**src/rtl/reply_frame_deframe_check_core_defines.svh**
```systemverilog
// ----------------------------------------------------------------------------
// reply frame deframer assertion macros
// Concurrent assertion wrappers clocked on i_clk, with and without reset gating.
// ----------------------------------------------------------------------------
`ifndef REPLY_FRAME_DEFRAME_CHECK_CORE_DEFINES_SVH
`define REPLY_FRAME_DEFRAME_CHECK_CORE_DEFINES_SVH

`ifndef NO_ASSERTIONS
// checked only while out of reset
`define RFDC_ASSERT(label, prop, msg) \
    label: assert property (@(posedge i_clk) disable iff (!i_rst_n) prop) else $error(msg);
// checked on every edge, reset included
`define RFDC_ASSERT_ALWAYS(label, prop, msg) \
    label: assert property (@(posedge i_clk) prop) else $error(msg);
`else
`define RFDC_ASSERT(label, prop, msg)
`define RFDC_ASSERT_ALWAYS(label, prop, msg)
`endif

`endif

```
**src/rtl/rfdc_pkg.sv**
```systemverilog
// ----------------------------------------------------------------------------
// rfdc_pkg
// Shared types and codes of the reply frame deframer and checksum checker.
// ----------------------------------------------------------------------------
package rfdc_pkg;

    localparam int MAX_PAYLOAD_DEF = 1024;
    localparam int HEADER_BYTES    = 3;

    localparam int BYTE_W = 8;
    localparam int LEN_W  = 16;
    localparam int SUM_W  = 16;

    typedef logic [2:0] t_phase;
    typedef logic [1:0] t_status;

    localparam t_phase PH_HEADER  = 3'd0;
    localparam t_phase PH_PAYLOAD = 3'd1;
    localparam t_phase PH_SUM_LO  = 3'd2;
    localparam t_phase PH_SUM_HI  = 3'd3;
    localparam t_phase PH_IGNORE  = 3'd4;

    localparam t_status ST_OK        = 2'd0;
    localparam t_status ST_MISMATCH  = 2'd1;
    localparam t_status ST_TRUNCATED = 2'd2;
    localparam t_status ST_TOO_LONG  = 2'd3;

    localparam logic KIND_PAYLOAD = 1'b0;
    localparam logic KIND_STATUS  = 1'b1;

endpackage

```
**src/rtl/reply_frame_deframe_check_core.sv**
```systemverilog
// ----------------------------------------------------------------------------
// reply_frame_deframe_check_core: deframes reply bytes, passes payload, checks sum
// result: registered on the output in the cycle after its input beat is accepted
// throughput: one beat per cycle while o_stall is low, set by the frame state update
// reset: synchronous active-low, returns to the header phase with an empty output
// ----------------------------------------------------------------------------
`include "reply_frame_deframe_check_core_defines.svh"

module reply_frame_deframe_check_core
    import rfdc_pkg::*;
#(
    parameter int MAX_PAYLOAD = MAX_PAYLOAD_DEF
) (
    input  logic              i_clk,
    input  logic              i_rst_n,
    // input beats
    input  logic              i_valid,
    output logic              o_stall,
    input  logic [BYTE_W-1:0] i_in_byte,
    input  logic              i_chunk_end,
    // result beats
    output logic              o_valid,
    input  logic              i_stall,
    output logic              o_out_kind,
    output logic [BYTE_W-1:0] o_payload_byte,
    output logic              o_is_last,
    output t_status           o_frame_status,
    output logic [BYTE_W-1:0] o_protocol_byte,
    output logic [LEN_W-1:0]  o_payload_length,
    output logic [SUM_W-1:0]  o_computed_sum,
    output logic [SUM_W-1:0]  o_received_sum
);

    localparam logic [LEN_W-1:0] MAX_LEN  = LEN_W'(MAX_PAYLOAD);
    localparam logic [1:0]       HDR_LAST = 2'(HEADER_BYTES - 1);

    // frame state
    t_phase             r_phase, n_phase;
    logic [LEN_W-1:0]   r_len, n_len;
    logic [LEN_W-1:0]   r_count, n_count;
    logic [SUM_W-1:0]   r_sum, n_sum;
    logic [BYTE_W-1:0]  r_plow, n_plow;
    logic               r_pval, n_pval;
    logic [SUM_W-1:0]   r_trail, n_trail;
    logic [BYTE_W-1:0]  r_ver, n_ver;

    // result register
    logic               r_out_valid;
    logic               r_kind;
    logic [BYTE_W-1:0]  r_pbyte;
    t_status            r_status;
    logic [BYTE_W-1:0]  r_proto;
    logic [LEN_W-1:0]   r_olen;
    logic [SUM_W-1:0]   r_csum;
    logic [SUM_W-1:0]   r_rsum;

    logic               accept;
    logic               emit;
    logic               e_kind;
    t_status            e_status;
    logic [BYTE_W-1:0]  e_byte;
    logic [BYTE_W-1:0]  e_ver;
    logic [LEN_W-1:0]   e_len;
    logic [SUM_W-1:0]   e_sum;
    logic [SUM_W-1:0]   e_trail;
    logic               clr;

    logic [SUM_W-1:0]   pair_sum;
    logic [SUM_W-1:0]   fed_sum;
    logic               fed_pval;
    logic [BYTE_W-1:0]  fed_plow;
    logic [SUM_W-1:0]   closed_sum;
    logic [LEN_W-1:0]   hdr_len;
    logic [LEN_W-1:0]   cnt_inc;

    assign o_stall = r_out_valid && i_stall;
    assign accept  = i_valid && !o_stall;

    always_comb begin
        pair_sum   = r_sum - {i_in_byte, r_plow};
        fed_sum    = r_pval ? pair_sum : r_sum;
        fed_pval   = !r_pval;
        fed_plow   = r_pval ? r_plow : i_in_byte;
        // odd trailing byte goes in as the high half
        closed_sum = r_pval ? pair_sum : (r_sum - {i_in_byte, 8'h00});
        hdr_len    = {i_in_byte, r_len[7:0]};
        cnt_inc    = r_count + 1'b1;

        n_phase  = r_phase;
        n_len    = r_len;
        n_count  = r_count;
        n_sum    = r_sum;
        n_plow   = r_plow;
        n_pval   = r_pval;
        n_trail  = r_trail;
        n_ver    = r_ver;
        emit     = 1'b0;
        e_kind   = KIND_STATUS;
        e_status = ST_OK;
        e_byte   = '0;
        clr      = 1'b0;

        case (r_phase)
            PH_HEADER: begin
                n_sum  = fed_sum;
                n_pval = fed_pval;
                n_plow = fed_plow;
                if (r_count[1:0] == HDR_LAST) begin
                    n_len   = hdr_len;
                    n_count = '0;
                    if (hdr_len > MAX_LEN) begin
                        emit     = 1'b1;
                        e_status = ST_TOO_LONG;
                        n_phase  = PH_IGNORE;
                        clr      = i_chunk_end;
                    end else begin
                        if (hdr_len == '0) begin
                            n_sum   = closed_sum;
                            n_pval  = 1'b0;
                            n_phase = PH_SUM_LO;
                        end else begin
                            n_phase = PH_PAYLOAD;
                        end
                        if (i_chunk_end) begin
                            emit     = 1'b1;
                            e_status = ST_TRUNCATED;
                            clr      = 1'b1;
                        end
                    end
                end else begin
                    if (r_count[1:0] == 2'd0) begin
                        n_ver = i_in_byte;
                    end else begin
                        n_len = {{(LEN_W-BYTE_W){1'b0}}, i_in_byte};
                    end
                    n_count = cnt_inc;
                    if (i_chunk_end) begin
                        emit     = 1'b1;
                        e_status = ST_TRUNCATED;
                        clr      = 1'b1;
                    end
                end
            end
            PH_PAYLOAD: begin
                n_sum   = fed_sum;
                n_pval  = fed_pval;
                n_plow  = fed_plow;
                n_count = cnt_inc;
                if (cnt_inc >= r_len) begin
                    n_sum   = closed_sum;
                    n_pval  = 1'b0;
                    n_phase = PH_SUM_LO;
                end
                emit = 1'b1;
                if (i_chunk_end) begin
                    e_status = ST_TRUNCATED;
                    clr      = 1'b1;
                end else begin
                    e_kind = KIND_PAYLOAD;
                    e_byte = i_in_byte;
                end
            end
            PH_SUM_LO: begin
                n_trail = {{(SUM_W-BYTE_W){1'b0}}, i_in_byte};
                n_phase = PH_SUM_HI;
                if (i_chunk_end) begin
                    emit     = 1'b1;
                    e_status = ST_TRUNCATED;
                    clr      = 1'b1;
                end
            end
            PH_SUM_HI: begin
                n_trail  = {i_in_byte, r_trail[7:0]};
                emit     = 1'b1;
                e_status = (n_trail == r_sum) ? ST_OK : ST_MISMATCH;
                n_phase  = PH_IGNORE;
                clr      = i_chunk_end;
            end
            default: begin
                clr = i_chunk_end;
            end
        endcase

        // result fields see the state before a rearm
        e_ver   = n_ver;
        e_len   = n_len;
        e_sum   = n_sum;
        e_trail = n_trail;

        if (clr) begin
            n_phase = PH_HEADER;
            n_len   = '0;
            n_count = '0;
            n_sum   = '0;
            n_plow  = '0;
            n_pval  = 1'b0;
            n_trail = '0;
            n_ver   = '0;
        end
    end

    always_ff @(posedge i_clk) begin
        if (!i_rst_n) begin
            r_phase <= PH_HEADER;
            r_len   <= '0;
            r_count <= '0;
            r_sum   <= '0;
            r_plow  <= '0;
            r_pval  <= 1'b0;
            r_trail <= '0;
            r_ver   <= '0;
        end else if (accept) begin
            r_phase <= n_phase;
            r_len   <= n_len;
            r_count <= n_count;
            r_sum   <= n_sum;
            r_plow  <= n_plow;
            r_pval  <= n_pval;
            r_trail <= n_trail;
            r_ver   <= n_ver;
        end
    end

    always_ff @(posedge i_clk) begin
        if (!i_rst_n) begin
            r_out_valid <= 1'b0;
        end else if (accept) begin
            r_out_valid <= emit;
        end else if (!i_stall) begin
            r_out_valid <= 1'b0;
        end
    end

    always_ff @(posedge i_clk) begin
        if (accept && emit) begin
            r_kind   <= e_kind;
            r_pbyte  <= e_byte;
            r_status <= (e_kind == KIND_STATUS) ? e_status : ST_OK;
            r_proto  <= e_ver;
            r_olen   <= e_len;
            r_csum   <= (e_kind == KIND_STATUS) ? e_sum : '0;
            r_rsum   <= (e_kind == KIND_STATUS) ? e_trail : '0;
        end
    end

    assign o_valid          = r_out_valid;
    assign o_out_kind       = r_kind;
    assign o_payload_byte   = r_pbyte;
    assign o_is_last        = r_kind;
    assign o_frame_status   = r_status;
    assign o_protocol_byte  = r_proto;
    assign o_payload_length = r_olen;
    assign o_computed_sum   = r_csum;
    assign o_received_sum   = r_rsum;

    `RFDC_ASSERT(a_sum_closed, (r_phase == PH_SUM_LO || r_phase == PH_SUM_HI) |-> !r_pval, "odd byte left open in trailer phase")
    `RFDC_ASSERT(a_count_in_len, (r_phase == PH_PAYLOAD) |-> (r_count < r_len), "payload count reached declared length")
    `RFDC_ASSERT(a_hdr_index, (r_phase == PH_HEADER) |-> (r_count < LEN_W'(HEADER_BYTES)), "header index out of range")
    `RFDC_ASSERT(a_status_zero_byte, (o_valid && o_out_kind) |-> (o_payload_byte == '0), "status beat carries payload byte")
    `RFDC_ASSERT_ALWAYS(a_reset_empty, !i_rst_n |=> !o_valid, "result valid after reset")

endmodule

```
**config.mk**
```make
export PLATFORM = sky130hd
export DESIGN_NAME = reply_frame_deframe_check_core
export DESIGN_NICKNAME = d
export VERILOG_FILES = /design/src/rtl/rfdc_pkg.sv /design/src/rtl/reply_frame_deframe_check_core.sv
export VERILOG_INCLUDE_DIRS = /design/src /design/src/rtl
export SDC_FILE = /design/constraint.sdc
export NUM_CORES = 1
export LEC_CHECK = 0
export ABC_AREA = 0
export BUFFER_PORTS_ARGS = -buffer_cell sky130_fd_sc_hd__buf_2
export CORE_UTILIZATION = 60
export DETAILED_ROUTE_END_ITERATION = 12
export HOLD_SLACK_MARGIN = 0.15
export PLACE_DENSITY = 0.81
export SLEW_MARGIN = 15
export SYNTH_ARGS = -nofsm -noshare
export SYNTH_HDL_FRONTEND = slang
export SYNTH_SLANG_ARGS = --single-unit
```
**constraint.sdc**
```tcl
create_clock -name i_clk -period 19.6 [get_ports i_clk]
set_input_delay 0 -clock i_clk [delete_from_list [all_inputs] [get_ports i_clk]]
set_output_delay 0 -clock i_clk [all_outputs]
set_load 0.02 [all_outputs]
```
==> After elaboration in Yosys (flattened, before gate mapping) <==
Index checks and enable logic that the tools add are counted.
W data, S select, Z words.
{ "classes": {"reduce_logical": 18, "bitwise": 1, "n_eq_ne": 9, "add_sub_neg": 3, "muxes": 51, "order_cmp": 2} }
{ "op_table": {"columns": ["cell", "n"], "rows": [
  ["$mux W16", 14],
  ["$pmux W16 S2", 3],
  ["$mux W8", 7],
  ["$sub A16 B16 Y16", 2],
  ["$add A16 B1 Y16 const B", 1],
  ["$eq A16 B16 Y1", 1],
  ["$ge A16 B16 Y1", 1],
  ["$gt A16 B11 Y1 const B", 1],
  ["$logic_not A16 Y1", 1],
  ["$mux W1", 14],
  ["$mux W3", 4],
  ["$pmux W3 S4", 1],
  ["$mux W2", 4],
  ["$reduce_or A2 Y1", 4],
  ["$eq A3 B2 Y1 const B", 2],
  ["$ne A3 B3 Y1 const B", 2],
  ["$pmux W2 S3", 1],
  ["$reduce_bool A5 Y1", 1],
  ["$ne A2 B1 Y1 const B", 2],
  ["$pmux W1 S2", 2],
  ["$reduce_and A4 Y1", 1],
  ["$eq A3 B1 Y1 const B", 1],
  ["$logic_and A1 B1 Y1", 3],
  ["$logic_not A3 Y1", 1],
  ["other kinds (9)", 10]
]} }
{ "totals": {"out_inout_bits": 70, "ff_bits": 152} }

==> Depth between registers and ports, before layout <==
{ "depth": {"depth_word": 7, "depth_mapped": 16} }

==> Least setup slack after synthesis <==
No wires, ideal clock.
{ "synth_path": {"path_kind": "register -> register", "startpoint": "register r_phase[2]", "endpoint": "register r_csum[0], in the netlist o_computed_sum[0], enable pin", "arrival_ns": 6.126, "required_time_ns": 19.023, "path_slack_ns": 12.897, "path_buffers": 2, "path_stages_with_launch": 9, "cell_sequence": "dfxtp_1 > clkbuf_1 > or2_2 > clkbuf_1 > nor2_1 > nand2_1 > nor2_1 > nor3_1 > nor3_1"} }
{ "synth_between": {"elab_chain_cells": 4, "elab_cells_between_ends": 7, "classes_between": "3 x eq/ne; 1 x mux; 3 x reduce/logical"} }
{ "synth_rtl": {"columns": ["element", "line", "source"], "rows": [
  ["from (decl)", "reply_frame_deframe_check_core.sv:38", "t_phase r_phase, n_phase;"],
  ["from (signal assigned)", "reply_frame_deframe_check_core.sv:213", "r_phase <= n_phase;"],
  ["$eq A3 B1 Y1 / $eq A3 B2 Y1 (equally long branches)", "reply_frame_deframe_check_core.sv:103", "case (r_phase)"],
  ["$reduce_or A2 Y1 (no line)", null, null],
  ["$pmux W1 S3 *", "reply_frame_deframe_check_core.sv:103", null],
  ["$logic_and A1 B1 Y1 *", "reply_frame_deframe_check_core.sv:235", "if (accept && emit) begin"],
  ["to (signal assigned)", "reply_frame_deframe_check_core.sv:241", "r_csum <= (e_kind == KIND_STATUS) ? e_sum : '0;"],
  ["to (decl)", "reply_frame_deframe_check_core.sv:54", "logic [SUM_W-1:0] r_csum;"]
]} }
Mark *: on every way between the ends. The rest lies on a longest branch, timed or not.
A chain may end at the register's enable or synchronous reset.

==> Worst setup path after layout <==
{ "layout_path": {"startpoint": "register r_count[0]", "endpoint": "register r_csum[9], in the netlist o_computed_sum[9], data pin"} }
{ "layout_between": {"elab_chain_cells": 4, "elab_cells_between_ends": 6, "classes_between": "1 x add/sub; 1 x order compare; 1 x eq/ne; 3 x mux"} }
{ "layout_rtl": {"columns": ["element", "line", "source"], "rows": [
  ["from (decl)", "reply_frame_deframe_check_core.sv:40", "logic [LEN_W-1:0] r_count, n_count;"],
  ["from (signal assigned)", "reply_frame_deframe_check_core.sv:215", "r_count <= n_count;"],
  ["$add A16 B1 Y16", "reply_frame_deframe_check_core.sv:87", "cnt_inc = r_count + 1'b1;"],
  ["$ge A16 B16 Y1", "reply_frame_deframe_check_core.sv:149", "if (cnt_inc >= r_len) begin"],
  ["$mux W16", "reply_frame_deframe_check_core.sv:149", null],
  ["$pmux W16 S2 *", "reply_frame_deframe_check_core.sv:103", null]
]} }
Marked as above.

==> impl_metrics.csv <==
group,metric,value,unit
outcome,status,"complete, no violations",
drt,first_iter_violations,988,
clock_network,cts_inserted_buffers,17,
setup_path,crit_family,"simple AND/OR/NAND/NOR gates",
final_layout,drive_gt1_share,14.1,%
global_route,track_usage,30.4,%
min_path,min_to,"o_frame_status[1]",
synthesis,syn-cell-area,8360,sq um
final_layout,area_growth_syn_to_layout,13.5,%
sta,fin_crit,4230,ps
setup_path,path_max_fanout,10,
power,leakagePower,0.00364,uW
setup_path,cp_slowest_cell,"o31ai_2",
synthesis,syn_nets,968,
clock_network,cts_root_buffer,"clkbuf_16",
drt,ant_nets,0,
synthesis,synth_warnings,0,
drt,drt_pre_antenna_iters,6,
floorplan,rows,42,
final_layout,final_net_count,1028,
synthesis,ys_types,63,
drt,drc_errors,0,
global_route,grt_pass1_vias,6687,
drt,wirelength,20900,um
setup_path,cp.buffers_inverters,0,
drt,vias_per_cell,6.14,
flow_run,drv_cap,0,
sta,slew_headroom,31.3,%
placement,io_buffers,82,
sta,rsz0062_at_grt,"no",
sta,maxSlewViolCount,0,
setup_path,cp_common_cell,"and3_1",
final_layout,antennaDiodeCount,0,
sta,clock.fmax,237,MHz
placement,post_dp_cell_area,8830,sq um
power,peakVddDrop,0.0000584,V
setup_path,rrSetupSlack,15370,ps
placement,dp_hpwl,13600,um
sta,finalSetupTns,0,ps
sta,worst_pin_slew,1030,ps
placement,placedCellCount,1122,
sta,clock_skew,12.8,ps
global_route,antenna_found_initial,0,
clock_network,clock_latency,440,ps
setup_path,slowest_delay,700,ps
floorplan,core_area,13400,sq um
global_route,grt_pass1_wl,34100,um
sta,hold_viol,0,
clock_network,cts_tree,"done",
clock_network,h-tree-depth,4,
power,power.density,79.6,nW/um^2
clock_network,cts.sinks,152,
final_layout,finish.instance_area,9490,sq um
clock_network,clk_pin_slew,60,ps
synthesis,ys.flop_type,"dfxtp_1",
synthesis,syn_area_per_cell,9.12,sq um
setup_path,reg2reg_to,"o_computed_sum[9]",
drt,wl_per_cell,17.9,um
setup_path,cp-end-kind,"flop",
setup_path,cp-start-kind,"flop",
setup_path,crit_required,19770,ps
clock_network,clk_path_buf_depth,2,
synthesis,synth_edf_count,67,
synthesis,ys_seq_elements,152,
sta,final.period_utilization,21.6,%
floorplan,die_h,120,um
final_layout,final_core_util,70.8,%
global_route,grt-ovfl-total,0,
power,finalPower,755,uW
synthesis,synth-seq-area-share,44.4,%
sta,finalSetupViolCount,0,
min_path,hold_start,"i_chunk_end",
setup_path,crit_type,"reg2reg",
floorplan,die_w,120,um
floorplan,start_util,62.4,%
drt,vias,7154,
floorplan,io_pins,83,
min_path,hold-path-cell-count,3,
floorplan,die_area,14400,sq um
setup_path,cp_cell_sequence,"ha_1 -> and3_1 -> and3_1 -> and3_1 -> and3_1 -> nand3_1 -> xnor2_1 -> ha_1 -> nand4_1 -> o31ai_2 -> mux2i_1 -> or3_1 -> o311ai_1 -> o31ai_1",
min_path,hp-class,"in2reg",
setup_path,reg2regPathDepth,14,
global_route,grt_max_degree,90,
synthesis,netlist_instances,916,
synthesis,async_reset_ff_share,0,%
setup_path,critPathArrivalTime,4400,ps
final_layout,layout.cells.non_filler,1165,
setup_path,r2r_start,"r_count[0]",
placement,place.gp.congestion,0.908,
setup_path,startpoint,"r_count[0]",
-- placed cells by master, fill, tap and decap left out, types with 24 or more instances in the layout --
cell type  count
edfxtp_1      67
buf_2         83
nor2b_1       62
nand3_1       24
dfxtp_1       85
ha_1          37
nor2_1        52
inv_1         49
nand2_1       82
o21ai_0       64
a22oi_1       57
a21oi_1       53
-- through the flow --
step,hold slack [ps],setup WS [ps]
after floorplan,177,12900
after global placement,347,15580
after detailed placement,363,15430
after CTS,176,15410
after global routing,215,15030
final,182,15370
-- flip-flops by register name, summed over array words and instances, names as in the netlist --
signal,cells
r_ver,8
o_valid,1
r_sum,16
r_phase,3
o_payload_length,16
o_frame_status,2
r_count,16
r_trail,16
o_protocol_byte,8
r_pval,1
r_plow,8
o_received_sum,16
o_payload_byte,8
r_len,16
o_is_last,1
o_computed_sum,16
-- cell usage after synthesis, types with 5 or more instances --
master / count / area (sq um)
a21oi_1: 53 / 265
ha_1: 37 / 463
a22oi_1: 57 / 428
a211oi_1: 7 / 52.6
and2_1: 6 / 37.5
dfxtp_1: 85 / 1700
nor2b_1: 62 / 388
a21boi_0: 9 / 67.6
nand3_1: 24 / 120
inv_1: 49 / 184
nor2_1: 53 / 199
o21a_1: 6 / 45.0
mux2i_1: 5 / 50.1
xnor2_1: 18 / 158
nor4_1: 6 / 37.5
a21o_1: 9 / 67.6
nand2_1: 82 / 308
clkbuf_1: 57 / 214
o21ai_1: 11 / 55.1
and3_1: 11 / 68.8
edfxtp_1: 67 / 2010
nor3_1: 19 / 95.1
nand4_1: 8 / 50.1
nand3b_1: 5 / 37.5
o21ai_0: 65 / 325
o211ai_1: 9 / 67.6
xor2_1: 23 / 201
or3_1: 8 / 50.1
-- layout make-up --
class                   count  area (sq um)
clock buffers              21           450
flip-flops and latches    152          3710
well taps                 176           220
clock inverters            11          96.3
multi-input cells         654          4240
fillers                  1045          3910
inverters                  49           184
repair buffers            102           583
-- worst max path at each step --
stage	to	slack, ps	cells after the start
floorplan	o_computed_sum[0]	12900	8
global placement	o_computed_sum[9]	15580	14
detailed placement	o_computed_sum[9]	15430	14
CTS	o_computed_sum[9]	15410	14
global route	o_computed_sum[14]	15030	14
finish	o_computed_sum[9]	15370	14
-- power breakdown --
group / leakage [uW] / internal (uW) / total, uW / switching (uW)
combinational: 0.00204 / 32.4 / 97.3 / 64.9
clock: 0.000269 / 178 / 310 / 133
sequential: 0.00133 / 342 / 348 / 5.45
total: 0.00364 / 552 / 755 / 203
-- kinds of logic after synthesis --
family                   count (synthesis)  share of synthesized area [%]
multiplexers                             9                           1.23
adder cells (fa/ha/maj)                 39                           6.02
buffers and inverters                  110                           5.08
XOR/XNOR                                41                           4.30
flip-flops                             152                           44.4
AND/OR/NAND/NOR                        296                           17.7
AO/OA/AOI/OAI                          269                           21.2
-- worst min-delay path, cell delays in order --
cell,delay (ps)
buf_2,200
a21oi_1,170
nor2_1,70
-- routing by layer --
layer | vias up | global-route usage [%] | share of wire (%) | wire [um]
li1 | 3429 | - | - | -
met1 | 3324 | 42.2 | 43 | 8960
met2 | 347 | 46.9 | 47 | 9710
met3 | 54 | 5.42 | 7.8 | 1630
met4 | 0 | 11.9 | 2.7 | 567
met5 | - | 0 | 0 | 0
-- timing repair --
item / CTS / global route
hold buffers: 10 / 0
buffers inserted: 0 / 0
gates resized for setup: 0 / 0
endpoints found under the hold margin: 58 / 0
Power figures use the tool's default switching activity.
